===== src/modexp_pkg.sv =====
`timescale 1ns / 1ps

package modexp_pkg;

    localparam int BASE_W  = 32;
    localparam int MOD_W   = 31;
    localparam int DIGIT_W = 4;
    localparam int STEP_W  = 4;

    localparam logic [MOD_W-1:0] MODULUS_RESET = 31'd1000000007;

    typedef logic [STEP_W-1:0] step_t;

    localparam step_t STEP_FETCH    = 4'd0;
    localparam step_t STEP_RED_GO   = 4'd1;
    localparam step_t STEP_RED_WAIT = 4'd2;
    localparam step_t STEP_SQR_GO   = 4'd3;
    localparam step_t STEP_SQR_WAIT = 4'd4;
    localparam step_t STEP_MUL_GO   = 4'd5;
    localparam step_t STEP_MUL_WAIT = 4'd6;
    localparam step_t STEP_LOOP     = 4'd7;
    localparam step_t STEP_EMIT     = 4'd8;

    typedef enum logic [1:0] {
        WAIT_NONE,
        WAIT_INPUT,
        WAIT_MUL,
        WAIT_OUTPUT
    } wait_t;

    typedef enum logic [1:0] {
        SRC_ACC,
        SRC_BASE,
        SRC_ONE
    } src_t;

    typedef enum logic [1:0] {
        DST_NONE,
        DST_ACC,
        DST_BASE
    } dst_t;

    typedef enum logic [1:0] {
        JUMP_NONE,
        JUMP_ALWAYS,
        JUMP_BIT_CLEAR,
        JUMP_COUNT_NZ
    } jump_t;

    typedef struct packed {
        wait_t wait_on;
        logic  load_item;
        logic  mul_go;
        src_t  src_a;
        src_t  src_b;
        dst_t  dst;
        logic  loop;
        logic  emit;
        jump_t jump;
        step_t target;
    } ctrl_word_t;

    localparam ctrl_word_t CW_NOP = '{
        wait_on:   WAIT_NONE,
        load_item: 1'b0,
        mul_go:    1'b0,
        src_a:     SRC_ACC,
        src_b:     SRC_ACC,
        dst:       DST_NONE,
        loop:      1'b0,
        emit:      1'b0,
        jump:      JUMP_ALWAYS,
        target:    STEP_FETCH
    };

    // Microprogram: fetch a word, reduce base, then square and optionally multiply per exponent bit, then emit.
    function automatic ctrl_word_t ucode_rom(step_t step);
        ctrl_word_t w;
        w = CW_NOP;
        case (step)
            STEP_FETCH:
            begin
                w.wait_on   = WAIT_INPUT;
                w.load_item = 1'b1;
                w.jump      = JUMP_NONE;
            end
            STEP_RED_GO:
            begin
                w.mul_go = 1'b1;
                w.src_a  = SRC_BASE;
                w.src_b  = SRC_ONE;
                w.jump   = JUMP_NONE;
            end
            STEP_RED_WAIT:
            begin
                w.wait_on = WAIT_MUL;
                w.dst     = DST_BASE;
                w.jump    = JUMP_NONE;
            end
            STEP_SQR_GO:
            begin
                w.mul_go = 1'b1;
                w.src_a  = SRC_ACC;
                w.src_b  = SRC_ACC;
                w.jump   = JUMP_NONE;
            end
            STEP_SQR_WAIT:
            begin
                w.wait_on = WAIT_MUL;
                w.dst     = DST_ACC;
                w.jump    = JUMP_BIT_CLEAR;
                w.target  = STEP_LOOP;
            end
            STEP_MUL_GO:
            begin
                w.mul_go = 1'b1;
                w.src_a  = SRC_ACC;
                w.src_b  = SRC_BASE;
                w.jump   = JUMP_NONE;
            end
            STEP_MUL_WAIT:
            begin
                w.wait_on = WAIT_MUL;
                w.dst     = DST_ACC;
                w.jump    = JUMP_NONE;
            end
            STEP_LOOP:
            begin
                w.loop   = 1'b1;
                w.jump   = JUMP_COUNT_NZ;
                w.target = STEP_SQR_GO;
            end
            STEP_EMIT:
            begin
                w.wait_on = WAIT_OUTPUT;
                w.emit    = 1'b1;
                w.jump    = JUMP_ALWAYS;
                w.target  = STEP_FETCH;
            end
            default:
            begin
                w = CW_NOP;
            end
        endcase
        return w;
    endfunction

endpackage


===== src/modexp_if.sv =====
`timescale 1ns / 1ps

interface modexp_in_if #(parameter int EXP_W = 63);
    import modexp_pkg::*;

    logic                valid;
    logic                ready;
    logic [BASE_W-1:0]   base;
    logic [EXP_W-1:0]    exponent;

    modport source (output valid, output base, output exponent, input ready);
    modport sink (input valid, input base, input exponent, output ready);
endinterface

interface modexp_out_if;
    import modexp_pkg::*;

    logic                valid;
    logic                ready;
    logic [MOD_W-1:0]    power_mod;

    modport source (output valid, output power_mod, input ready);
    modport sink (input valid, input power_mod, output ready);
endinterface


===== src/modular_exponentiation_unit.sv =====
`timescale 1ns / 1ps
// Each modular multiply runs on the one shared multiply-reduce unit: a multiply,
// then reduction 4 bits at a time, then the remainder is handed back.
// One word in flight; the next enters while a result waits.
// Reset clears the sequencer and output valid and loads the modulus 1000000007.

module modular_exponentiation_unit #(
    parameter int EXPONENT_BITS = 63
) (
    input  logic                          clk,
    input  logic                          rst_n,
    input  logic                          cfg_we,
    input  logic [modexp_pkg::MOD_W-1:0]  cfg_wdata,
    modexp_in_if.sink                     operands,
    modexp_out_if.source                  result
);
    import modexp_pkg::*;

    localparam int CNT_W = (EXPONENT_BITS > 1) ? $clog2(EXPONENT_BITS) : 1;

    ctrl_word_t               ctrl;
    step_t                    step_reg;
    step_t                    step_next;
    logic                     advance;
    logic                     jump_taken;

    logic [MOD_W-1:0]         modulus_reg;
    logic [BASE_W-1:0]        base_reg;
    logic [EXPONENT_BITS-1:0] exponent_reg;
    logic [MOD_W-1:0]         acc_reg;
    logic [CNT_W-1:0]         cnt_reg;
    logic                     out_valid_reg;
    logic [MOD_W-1:0]         power_mod_reg;

    logic [BASE_W-1:0]        mm_a;
    logic [MOD_W-1:0]         mm_b;
    logic                     mm_done;
    logic [MOD_W-1:0]         mm_result;

    assign ctrl = ucode_rom(step_reg);

    always_comb
    begin
        case (ctrl.wait_on)
            WAIT_NONE:   advance = 1'b1;
            WAIT_INPUT:  advance = operands.valid;
            WAIT_MUL:    advance = mm_done;
            WAIT_OUTPUT: advance = !out_valid_reg || result.ready;
            default:     advance = 1'b0;
        endcase

        case (ctrl.jump)
            JUMP_NONE:      jump_taken = 1'b0;
            JUMP_ALWAYS:    jump_taken = 1'b1;
            JUMP_BIT_CLEAR: jump_taken = !exponent_reg[EXPONENT_BITS-1];
            JUMP_COUNT_NZ:  jump_taken = (cnt_reg != '0);
            default:        jump_taken = 1'b0;
        endcase

        if (!advance)
        begin
            step_next = step_reg;
        end
        else if (jump_taken)
        begin
            step_next = ctrl.target;
        end
        else
        begin
            step_next = step_reg + 1'b1;
        end

        case (ctrl.src_a)
            SRC_ACC:  mm_a = BASE_W'(acc_reg);
            SRC_BASE: mm_a = base_reg;
            default:  mm_a = BASE_W'(1);
        endcase

        // Base is already reduced below the modulus when used as the second operand.
        case (ctrl.src_b)
            SRC_ACC:  mm_b = acc_reg;
            SRC_BASE: mm_b = base_reg[MOD_W-1:0];
            default:  mm_b = MOD_W'(1);
        endcase
    end

    assign operands.ready = (ctrl.wait_on == WAIT_INPUT);

    modexp_mulmod u_mulmod (
        .clk     (clk),
        .rst_n   (rst_n),
        .go      (ctrl.mul_go),
        .op_a    (mm_a),
        .op_b    (mm_b),
        .modulus (modulus_reg),
        .done    (mm_done),
        .result  (mm_result)
    );

    always_ff @(posedge clk or negedge rst_n)
    begin
        if (!rst_n)
        begin
            step_reg      <= STEP_FETCH;
            modulus_reg   <= MODULUS_RESET;
            out_valid_reg <= 1'b0;
        end
        else
        begin
            step_reg <= step_next;
            if (cfg_we)
            begin
                modulus_reg <= cfg_wdata;
            end
            if (ctrl.emit && advance)
            begin
                out_valid_reg <= 1'b1;
            end
            else if (result.ready)
            begin
                out_valid_reg <= 1'b0;
            end
        end
    end

    always_ff @(posedge clk)
    begin
        if (ctrl.load_item && advance)
        begin
            base_reg     <= operands.base;
            exponent_reg <= operands.exponent;
            acc_reg      <= MOD_W'(1);
            cnt_reg      <= CNT_W'(EXPONENT_BITS - 1);
        end
        if (advance)
        begin
            case (ctrl.dst)
                DST_ACC:  acc_reg  <= mm_result;
                DST_BASE: base_reg <= BASE_W'(mm_result);
                default:
                begin
                end
            endcase
        end
        if (ctrl.loop)
        begin
            exponent_reg <= exponent_reg << 1;
            if (cnt_reg != '0)
            begin
                cnt_reg <= cnt_reg - 1'b1;
            end
        end
        // Moduli below two give zero for every word.
        if (ctrl.emit && advance)
        begin
            power_mod_reg <= (modulus_reg < MOD_W'(2)) ? '0 : acc_reg;
        end
    end

    assign result.valid     = out_valid_reg;
    assign result.power_mod = power_mod_reg;

endmodule


===== src/modexp_mulmod.sv =====
`timescale 1ns / 1ps

module modexp_mulmod (
    input  logic                           clk,
    input  logic                           rst_n,
    input  logic                           go,
    input  logic [modexp_pkg::BASE_W-1:0]  op_a,
    input  logic [modexp_pkg::MOD_W-1:0]   op_b,
    input  logic [modexp_pkg::MOD_W-1:0]   modulus,
    output logic                           done,
    output logic [modexp_pkg::MOD_W-1:0]   result
);
    import modexp_pkg::*;

    localparam int PROD_W   = BASE_W + MOD_W;
    localparam int DIGITS   = (PROD_W + DIGIT_W - 1) / DIGIT_W;
    localparam int PROD_PAD = DIGITS * DIGIT_W;
    localparam int DCNT_W   = (DIGITS > 1) ? $clog2(DIGITS) : 1;

    logic                busy_reg;
    logic                done_reg;
    logic [DCNT_W-1:0]   dcnt_reg;
    logic [PROD_PAD-1:0] prod_reg;
    logic [MOD_W-1:0]    rem_reg;
    logic [MOD_W-1:0]    rem_next;
    logic [PROD_W-1:0]   product;

    assign product = op_a * op_b;

    // Restoring reduction, one product bit per sub-step, DIGIT_W bits per cycle.
    always_comb
    begin
        logic [MOD_W:0] trial;
        trial = {1'b0, rem_reg};
        for (int k = 0; k < DIGIT_W; k++)
        begin
            trial = {trial[MOD_W-1:0], prod_reg[PROD_PAD-1-k]};
            if (trial >= {1'b0, modulus})
            begin
                trial = trial - {1'b0, modulus};
            end
        end
        rem_next = trial[MOD_W-1:0];
    end

    always_ff @(posedge clk or negedge rst_n)
    begin
        if (!rst_n)
        begin
            busy_reg <= 1'b0;
            done_reg <= 1'b0;
            dcnt_reg <= '0;
        end
        else
        begin
            done_reg <= 1'b0;
            if (go)
            begin
                busy_reg <= 1'b1;
                dcnt_reg <= '0;
            end
            else if (busy_reg)
            begin
                dcnt_reg <= dcnt_reg + 1'b1;
                if (dcnt_reg == DCNT_W'(DIGITS - 1))
                begin
                    busy_reg <= 1'b0;
                    done_reg <= 1'b1;
                end
            end
        end
    end

    always_ff @(posedge clk)
    begin
        if (go)
        begin
            prod_reg <= PROD_PAD'(product);
            rem_reg  <= '0;
        end
        else if (busy_reg)
        begin
            prod_reg <= prod_reg << DIGIT_W;
            rem_reg  <= rem_next;
        end
    end

    assign done   = done_reg;
    assign result = rem_reg;

endmodule


===== src/flat_wrapper.sv =====
// flat-port wrapper written by rule: the top's interface ports become plain ports
module modular_exponentiation_unit_flat import modexp_pkg::*;
#(
    parameter int EXPONENT_BITS = 63
)
  (clk, rst_n, cfg_we, cfg_wdata, operands_valid, operands_base, operands_exponent, operands_ready, result_valid, result_power_mod, result_ready);
  modexp_in_if operands_i ();
  modexp_out_if result_i ();
  input  logic clk;
  input  logic rst_n;
  input  logic cfg_we;
  input  logic [modexp_pkg::MOD_W-1:0] cfg_wdata;
  input wire logic [$bits(operands_i.valid)-1:0] operands_valid;
  input wire logic [$bits(operands_i.base)-1:0] operands_base;
  input wire logic [$bits(operands_i.exponent)-1:0] operands_exponent;
  output wire logic [$bits(operands_i.ready)-1:0] operands_ready;
  output wire logic [$bits(result_i.valid)-1:0] result_valid;
  output wire logic [$bits(result_i.power_mod)-1:0] result_power_mod;
  input wire logic [$bits(result_i.ready)-1:0] result_ready;
  assign operands_i.valid = operands_valid;
  assign operands_i.base = operands_base;
  assign operands_i.exponent = operands_exponent;
  assign operands_ready = operands_i.ready;
  assign result_valid = result_i.valid;
  assign result_power_mod = result_i.power_mod;
  assign result_i.ready = result_ready;
  modular_exponentiation_unit #(.EXPONENT_BITS(EXPONENT_BITS)) u_core (.clk(clk), .rst_n(rst_n), .cfg_we(cfg_we), .cfg_wdata(cfg_wdata), .operands(operands_i), .result(result_i));
endmodule

===== config.mk =====
export PLATFORM = sky130hd
export DESIGN_NAME = modular_exponentiation_unit_flat
export DESIGN_NICKNAME = d
export VERILOG_FILES = /design/src/modexp_pkg.sv /design/src/modexp_if.sv /design/src/modular_exponentiation_unit.sv /design/src/modexp_mulmod.sv /design/src/flat_wrapper.sv
export SDC_FILE = /design/constraint.sdc
export NUM_CORES = 2
export LEC_CHECK = 0
export BUFFER_PORTS_ARGS = -buffer_cell sky130_fd_sc_hd__buf_2
export CAP_MARGIN = 20
export CORE_MARGIN = 2
export CORE_UTILIZATION = 64
export DETAILED_ROUTE_END_ITERATION = 10
export GPL_ROUTABILITY_DRIVEN = 0
export PLACE_DENSITY = 0.82
export SLEW_MARGIN = 10
export SYNTH_ARGS = -nofsm -noshare
export SYNTH_HDL_FRONTEND = slang
export SYNTH_SLANG_ARGS = --single-unit

===== constraint.sdc =====
create_clock -name clk -period 22.5 [get_ports clk]
set_clock_uncertainty 0.15 [all_clocks]
set_input_delay 1.125 -clock clk [delete_from_list [all_inputs] [get_ports clk]]
set_output_delay 1.125 -clock clk [all_outputs]
set_load 0.01 [all_outputs]

Word-level counts from Yosys, hierarchy flattened. Index checks and enable logic that the tools add are counted.

Eq/ne operators: 19. Reduce and logical (&&, ||, !) cells: 17. Order comparisons: 5. Muxes and demuxes: 40. Add/subtract/negate cells: 7. Multipliers: 1.

Operators by type and width (number): 2-to-1 mux 63 bit (4); 2-to-1 mux 31 bit (7); greater-or-equal comparator 32 x 31 -> 1 bit (4); subtractor 31 bit (4); 2-to-1 mux 32 bit (3); one-hot mux 32 bit (2 select lines) (1); multiplier 32 x 31 -> 63 bit (1); one-hot mux 31 bit (2 select lines) (1); < comparator 31 x 2 -> 1 bit, second input constant (1); 2-to-1 mux 6 bit (3); equality test 4 x 3 -> 1 bit, second input constant (4); one-hot mux 5 bit (3 select lines) (1); 2-to-1 mux 4 bit (3); one-hot mux 2 bit (3 select lines) (2); 2-to-1 mux 1 bit (11); equality test 2 x 1 -> 1 bit, second input constant (5); equality test 2 bit, second input constant (5); adder 4 x 1 -> 4 bit, second input constant (2); equality test 4 x 2 -> 1 bit, second input constant (2); equality test 4 bit, second input constant (2); zero test 2 bit (4); one-hot mux 1 bit (4 select lines) (2); one-hot mux 3 bit (2 select lines) (1); nonzero test 2 bit (3); 11 further kinds (13).

Bits of input ports: 131. Output and inout port bits: 33. Bits in registers: 300.

Longest topological paths before layout.
Depth in word-level cells: 9. Gate-level depth with buffers: 55. Mapped depth without buffers: 47.

Hierarchy. A second synthesis with hierarchy kept.

Cells, all modules: 5978. Area, all modules: 52235.1 µm².

Modules (own cells, without submodules): modexp_mulmod (cells each 5098, area each 43446.7 µm², times used 1); modular_exponentiation_unit (cells each 880, area each 8788.4 µm², times used 1).

Worst setup path after synthesis. OpenSTA, ideal clock, no wires.

Path kind: reg-to-reg. Start: reg u_core.modulus_reg[11]. End: reg u_core.u_mulmod.rem_reg[20] (netlist: u_core.u_mulmod.result[20]). Arrival: 11458 ps. Data required time: 22220 ps. Clock period less this slack: 11738 ps. Path slack: 10762 ps. Path buffers: 8. Cell stages (with the launch flop): 51. Cell sequence: dfstp_2 inv_1 ha_1 clkbuf_1 nand4_1 nor4_4 nor4_2 a2111oi_4 nor3_4 nor2_4 buf_1 mux2_2 ha_1 nand2b_1 a21oi_1 a311oi_2 o21ai_2 a21oi_1 (+15 left out) mux2_2 buf_4 clkbuf_1 nand2_1 nand2_1 ha_1 a21o_1 or3_1 o211ai_1 a211oi_1 nor3_2 a211oi_1 nor4_2 a21boi_1 a32oi_4 buf_6 a32oi_1 o21ai_0.

Longest elaborated chain between the ends: 8.

RTL lines: start, declared (RTL line modular_exponentiation_unit.sv:27) `logic [MOD_W-1:0] modulus_reg;`; start signal, assigned (RTL line modular_exponentiation_unit.sv:113) `modulus_reg <= cfg_wdata;`; subtractor 31 bit or greater-or-equal comparator 32 x 31 -> 1 bit (tied branches) (RTL line modexp_mulmod.sv:40, modexp_mulmod.sv:38); 2-to-1 mux 31 bit (RTL line modexp_mulmod.sv:38) `if (trial >= {1'b0, modulus})`; subtractor 31 bit or greater-or-equal comparator 32 x 31 -> 1 bit (tied branches) (RTL line modexp_mulmod.sv:40, modexp_mulmod.sv:38); 2-to-1 mux 31 bit (RTL line modexp_mulmod.sv:38); subtractor 31 bit or greater-or-equal comparator 32 x 31 -> 1 bit (tied branches) (RTL line modexp_mulmod.sv:40, modexp_mulmod.sv:38); 2-to-1 mux 31 bit (RTL line modexp_mulmod.sv:38); subtractor 31 bit or greater-or-equal comparator 32 x 31 -> 1 bit (tied branches) (RTL line modexp_mulmod.sv:40, modexp_mulmod.sv:38); 2-to-1 mux 31 bit (*) (RTL line modexp_mulmod.sv:38); end signal, assigned (RTL line modexp_mulmod.sv:84) `rem_reg <= rem_next;`; end, declared (RTL line modexp_mulmod.sv:24) `logic [MOD_W-1:0] rem_reg;`.

Mark *: on every way between the ends. The rest lies on a longest branch, timed or not. A chain may end at the register's enable or synchronous reset.

Worst setup path after layout.
Start: reg u_core.modulus_reg[23]. End: reg u_core.u_mulmod.rem_reg[26] (netlist: u_core.u_mulmod.result[26]).

Same word-level chain as after synthesis.

==> results.md <==
Run status:
- The flow ran to the end, but the final reports show violations.
- The final reports fail on DRC.

Die:
- The floorplan step set the die height to 288.5 µm.
- The die is 288.5 µm wide.
- Pin placement for this block handled 164 I/O pins.
- The area of the die is 0.08321 mm².
- The initial core utilization is 0.6450.
- The number of placement rows is 104.
- The core region is 0.08029 mm².

CTS:
- In this run, post-CTS hold repair placed 0 buffers.
- The number of buffers on the longest clock path is 3.
- The clock drives 300 sinks.
- The total setup buffers inserted after CTS is 0.
- In this run the number of H-tree levels came out at 1.
- After clock tree synthesis, the repair step resized 0 gates.
- The clock edge transition at the registers on the reported setup and hold paths is 60 ps.
- The root buffer cell is sky130_fd_sc_hd__clkbuf_16.
- The later pin in the worst-skew pair is clocked with a latency of 610 ps.
- The CTS tree is built.
- TritonCTS created 31 clock buffers.

Min path:
- The tightest min-delay check is of the in -> async type.

Timing:
- The worst hold slack is 308.8 ps.
- The number of pins exceeding their max-slew limit in the final report is 0.
- Static timing analysis puts the maximum clock frequency at 68.82 MHz.
- The time the worst path needs with I/O delays and setup is 14530 ps.
- The share of the cycle needed by the critical path after routing is 0.6458.
- The final hold violation count was 0.
- The transition time of the tightest slew-check pin is 1105 ps.
- Setup repair after global routing left no endpoint under its margin.
- Setup violations remaining at the end of the flow were counted as 0.
- The tightest slew margin relative to the limit is 0.2635.
- The final sum of negative setup slack is 0 ps.

Critical path:
- The depth of the worst register-to-register path is 44.
- STA classifies the critical path startpoint as a flop.
- The data required time at the worst endpoint is 22850 ps.
- The slowest library cell on the worst path is sky130_fd_sc_hd__or2_1.
- For this run, the slowest stage of the critical path takes 810 ps.
- The worst setup path is of the reg -> reg kind.
- In this run the register-to-register setup slack is 7970 ps.
- The worst register-to-register path begins at u_core.modulus_reg[23]$_DFFE_PN1P_.
- STA puts the critical path data arrival time at 14880 ps.
- The worst flop-to-flop path endpoint is u_core.u_mulmod.result[26]$_SDFFE_PN0P_.
- The maximum fanout along the worst path is 42.
- The type of element capturing the critical path is a flop.

Placement:
- In this run the tool buffered the top-level ports with 163 buffer cells.
- The post-detailed-placement half-perimeter wirelength is 118300 µm.

Logic synthesis:
- Counting flops with a built-in enable in the synthesized netlist gives 156.
- Each instance of the synthesized netlist takes up on average 8.730 µm².
- Of the post-synthesis cell area, the dominant cell type holds 0.3363.
- In this run the cell area of the synthesized design comes to 0.05179 mm².
- The number of instances in the synthesized netlist is 5932.
- Of the synthesized area, sequential elements account for 0.1506.
- The library cell occupying the most area in the post-synthesis netlist is sky130_fd_sc_hd__fa_1.
- Yosys mapped the design onto 93 distinct sky130hd cell types.
- The number of warnings issued by yosys is 0.
- By area the synthesized netlist is led by sky130_fd_sc_hd__fa_1 (34%), sky130_fd_sc_hd__ha_1 (9.4%), sky130_fd_sc_hd__edfxtp_1 (9.0%).
- For this run, asynchronously set or reset flops after synthesis account for 0.1400.
- Synthesis inferred 300 register bits.
- The most used flip-flop cell after synthesis is sky130_fd_sc_hd__edfxtp_1.

Detailed routing:
- The detailed-route wire length per cell is 22.21 µm.
- The via total after detailed routing is 43864.
- The average via count per standard cell is 6.222.
- The total wire length is 156600 µm.
- The number of nets still failing antenna checks after routing is 0.
- The violation count after the first detailed-routing iteration is 4842.
- The final routed DRC violation total is 2.
- The number of iterations in the first detailed-routing pass is 11.

GRT:
- After global routing, the most crowded layer is met2.
- The met3 usage is 0.1002.
- The number of global-route vias before repair is 44938.
- The total congestion overflow after global routing is 0.
- The fraction of met2 tracks used by global routing is 0.5991.
- The met1 usage is 0.4865.
- For this run, the total global-route usage over all layers was measured as 0.3858.
- The first global-routing pass estimated 245200 µm of wire.
- The pin count of the biggest net entering global routing is 95.
- The initial antenna violation count is 7.

Layout:
- The leading cell type in the layout, fill and taps excluded is sky130_fd_sc_hd__nand2_1.
- The library cells used most frequently in the layout, excluding fill and tap cells, are sky130_fd_sc_hd__nand2_1 (1127), sky130_fd_sc_hd__inv_1 (1001), sky130_fd_sc_hd__fa_1 (870).
- The net count of the finished layout is 7351.
- Relative to the synthesized area, the layout overhead comes to 5.680%.
- The flip-flop count of the largest register, all copies and words added is 64.
- The share of final-layout standard cells stronger than drive strength 1 is 0.07500.

Job:
- The max-capacitance violation count is 0.
==> how the worst max path moves through the flow <==
| stage | from | endpoint | depth (start not counted) |
|---|---|---|---|
| 2_1_floorplan | u_core.modulus_reg[11]$_DFFE_PN1P_ | u_core.u_mulmod.result[20]$_SDFFE_PN0P_ | 50 |
| 3_3_place_gp | u_core.modulus_reg[23]$_DFFE_PN1P_ | u_core.u_mulmod.result[20]$_SDFFE_PN0P_ | 43 |
| 3_5_place_dp | u_core.modulus_reg[23]$_DFFE_PN1P_ | u_core.u_mulmod.result[20]$_SDFFE_PN0P_ | 43 |
| 4_1_cts | u_core.modulus_reg[23]$_DFFE_PN1P_ | u_core.u_mulmod.result[0]$_SDFFE_PN0P_ | 43 |
| 5_1_grt | u_core.modulus_reg[23]$_DFFE_PN1P_ | u_core.u_mulmod.result[18]$_SDFFE_PN0P_ | 44 |
| 6_report | u_core.modulus_reg[23]$_DFFE_PN1P_ | u_core.u_mulmod.result[26]$_SDFFE_PN0P_ | 44 |
==> critical path, delay by kind of cell (launching register included) <==
kind / cells / cell delay [ps]
AND/OR/NAND/NOR: 12 / 3140
adder cells (fa/ha/maj): 4 / 1540
multiplexers: 3 / 1080
flip-flops: 1 / 530
AO/OA/AOI/OAI: 20 / 6630
buffers and inverters: 5 / 1260
==> Yosys cell counts, types with 20 or more instances <==
cell type,number
sky130_fd_sc_hd__fa_1,870
sky130_fd_sc_hd__dfxtp_1,102
sky130_fd_sc_hd__a21oi_1,238
sky130_fd_sc_hd__nand3_1,55
sky130_fd_sc_hd__nor2b_1,53
sky130_fd_sc_hd__nor3_1,47
sky130_fd_sc_hd__o31ai_1,24
sky130_fd_sc_hd__nand2b_1,20
sky130_fd_sc_hd__xnor2_1,97
sky130_fd_sc_hd__ha_1,387
sky130_fd_sc_hd__and2_1,65
sky130_fd_sc_hd__nand2_1,1128
sky130_fd_sc_hd__xor2_1,61
sky130_fd_sc_hd__a21o_1,89
sky130_fd_sc_hd__inv_1,1002
sky130_fd_sc_hd__mux2i_1,79
sky130_fd_sc_hd__o21ai_0,272
sky130_fd_sc_hd__edfxtp_1,156
sky130_fd_sc_hd__nor2_1,319
sky130_fd_sc_hd__mux2_2,65
sky130_fd_sc_hd__and3_1,39
sky130_fd_sc_hd__dfrtp_1,26
sky130_fd_sc_hd__clkbuf_1,254
sky130_fd_sc_hd__o21a_1,33
sky130_fd_sc_hd__nand4_1,29
sky130_fd_sc_hd__o21bai_1,24
sky130_fd_sc_hd__a211oi_1,38
sky130_fd_sc_hd__a31oi_1,21
sky130_fd_sc_hd__a22o_1,64
==> per-stage QoR <==
step | utilization | cell area (µm²) | setup slack, ps | instances
5_1_grt | 0.6816 | 54720 | 7359 | 7048
3_3_place_gp | 0.6688 | 53690 | 8741 | 6984
2_1_floorplan | - | 51890 | 10760 | 5960
6_report | 0.6817 | 54730 | 7970 | 7050
4_1_cts | 0.6808 | 54660 | 8365 | 7042
3_5_place_dp | 0.6689 | 53700 | 8417 | 6985
==> area by class of cell <==
class	instances	area, µm²
inverter	1003	3765
tap	1060	1326
timing repair buffer	258	1554
multi-input combinational	4369	39320
clock inverter	16	93.84
fill	6167	25560
clock buffer	41	863.3
sequential	300	7797
antenna	3	7.507
==> kinds of logic (layout without fill, tap and decap cells) <==
family,count (synthesis),in the layout,synth area share
adder cells (fa/ha/maj),1257,1257,0.4298
flip-flops,300,300,0.1506
other,2,33,0.0001450
multiplexers,146,146,0.03010
AO/OA/AOI/OAI,953,953,0.1184
XOR/XNOR,158,158,0.02672
AND/OR/NAND/NOR,1825,1825,0.1499
buffers and inverters,1291,1318,0.09435
==> routing by layer <==
metal	vias up	routed length [µm]
li1	18949	-
met1	21356	55720
met2	2783	69280
met3	768	19400
met4	8	12150
met5	-	50
Power is left out: the tool's default activity adds up to more than one toggle a clock period on the data nets, which glitch-free logic cannot reach.
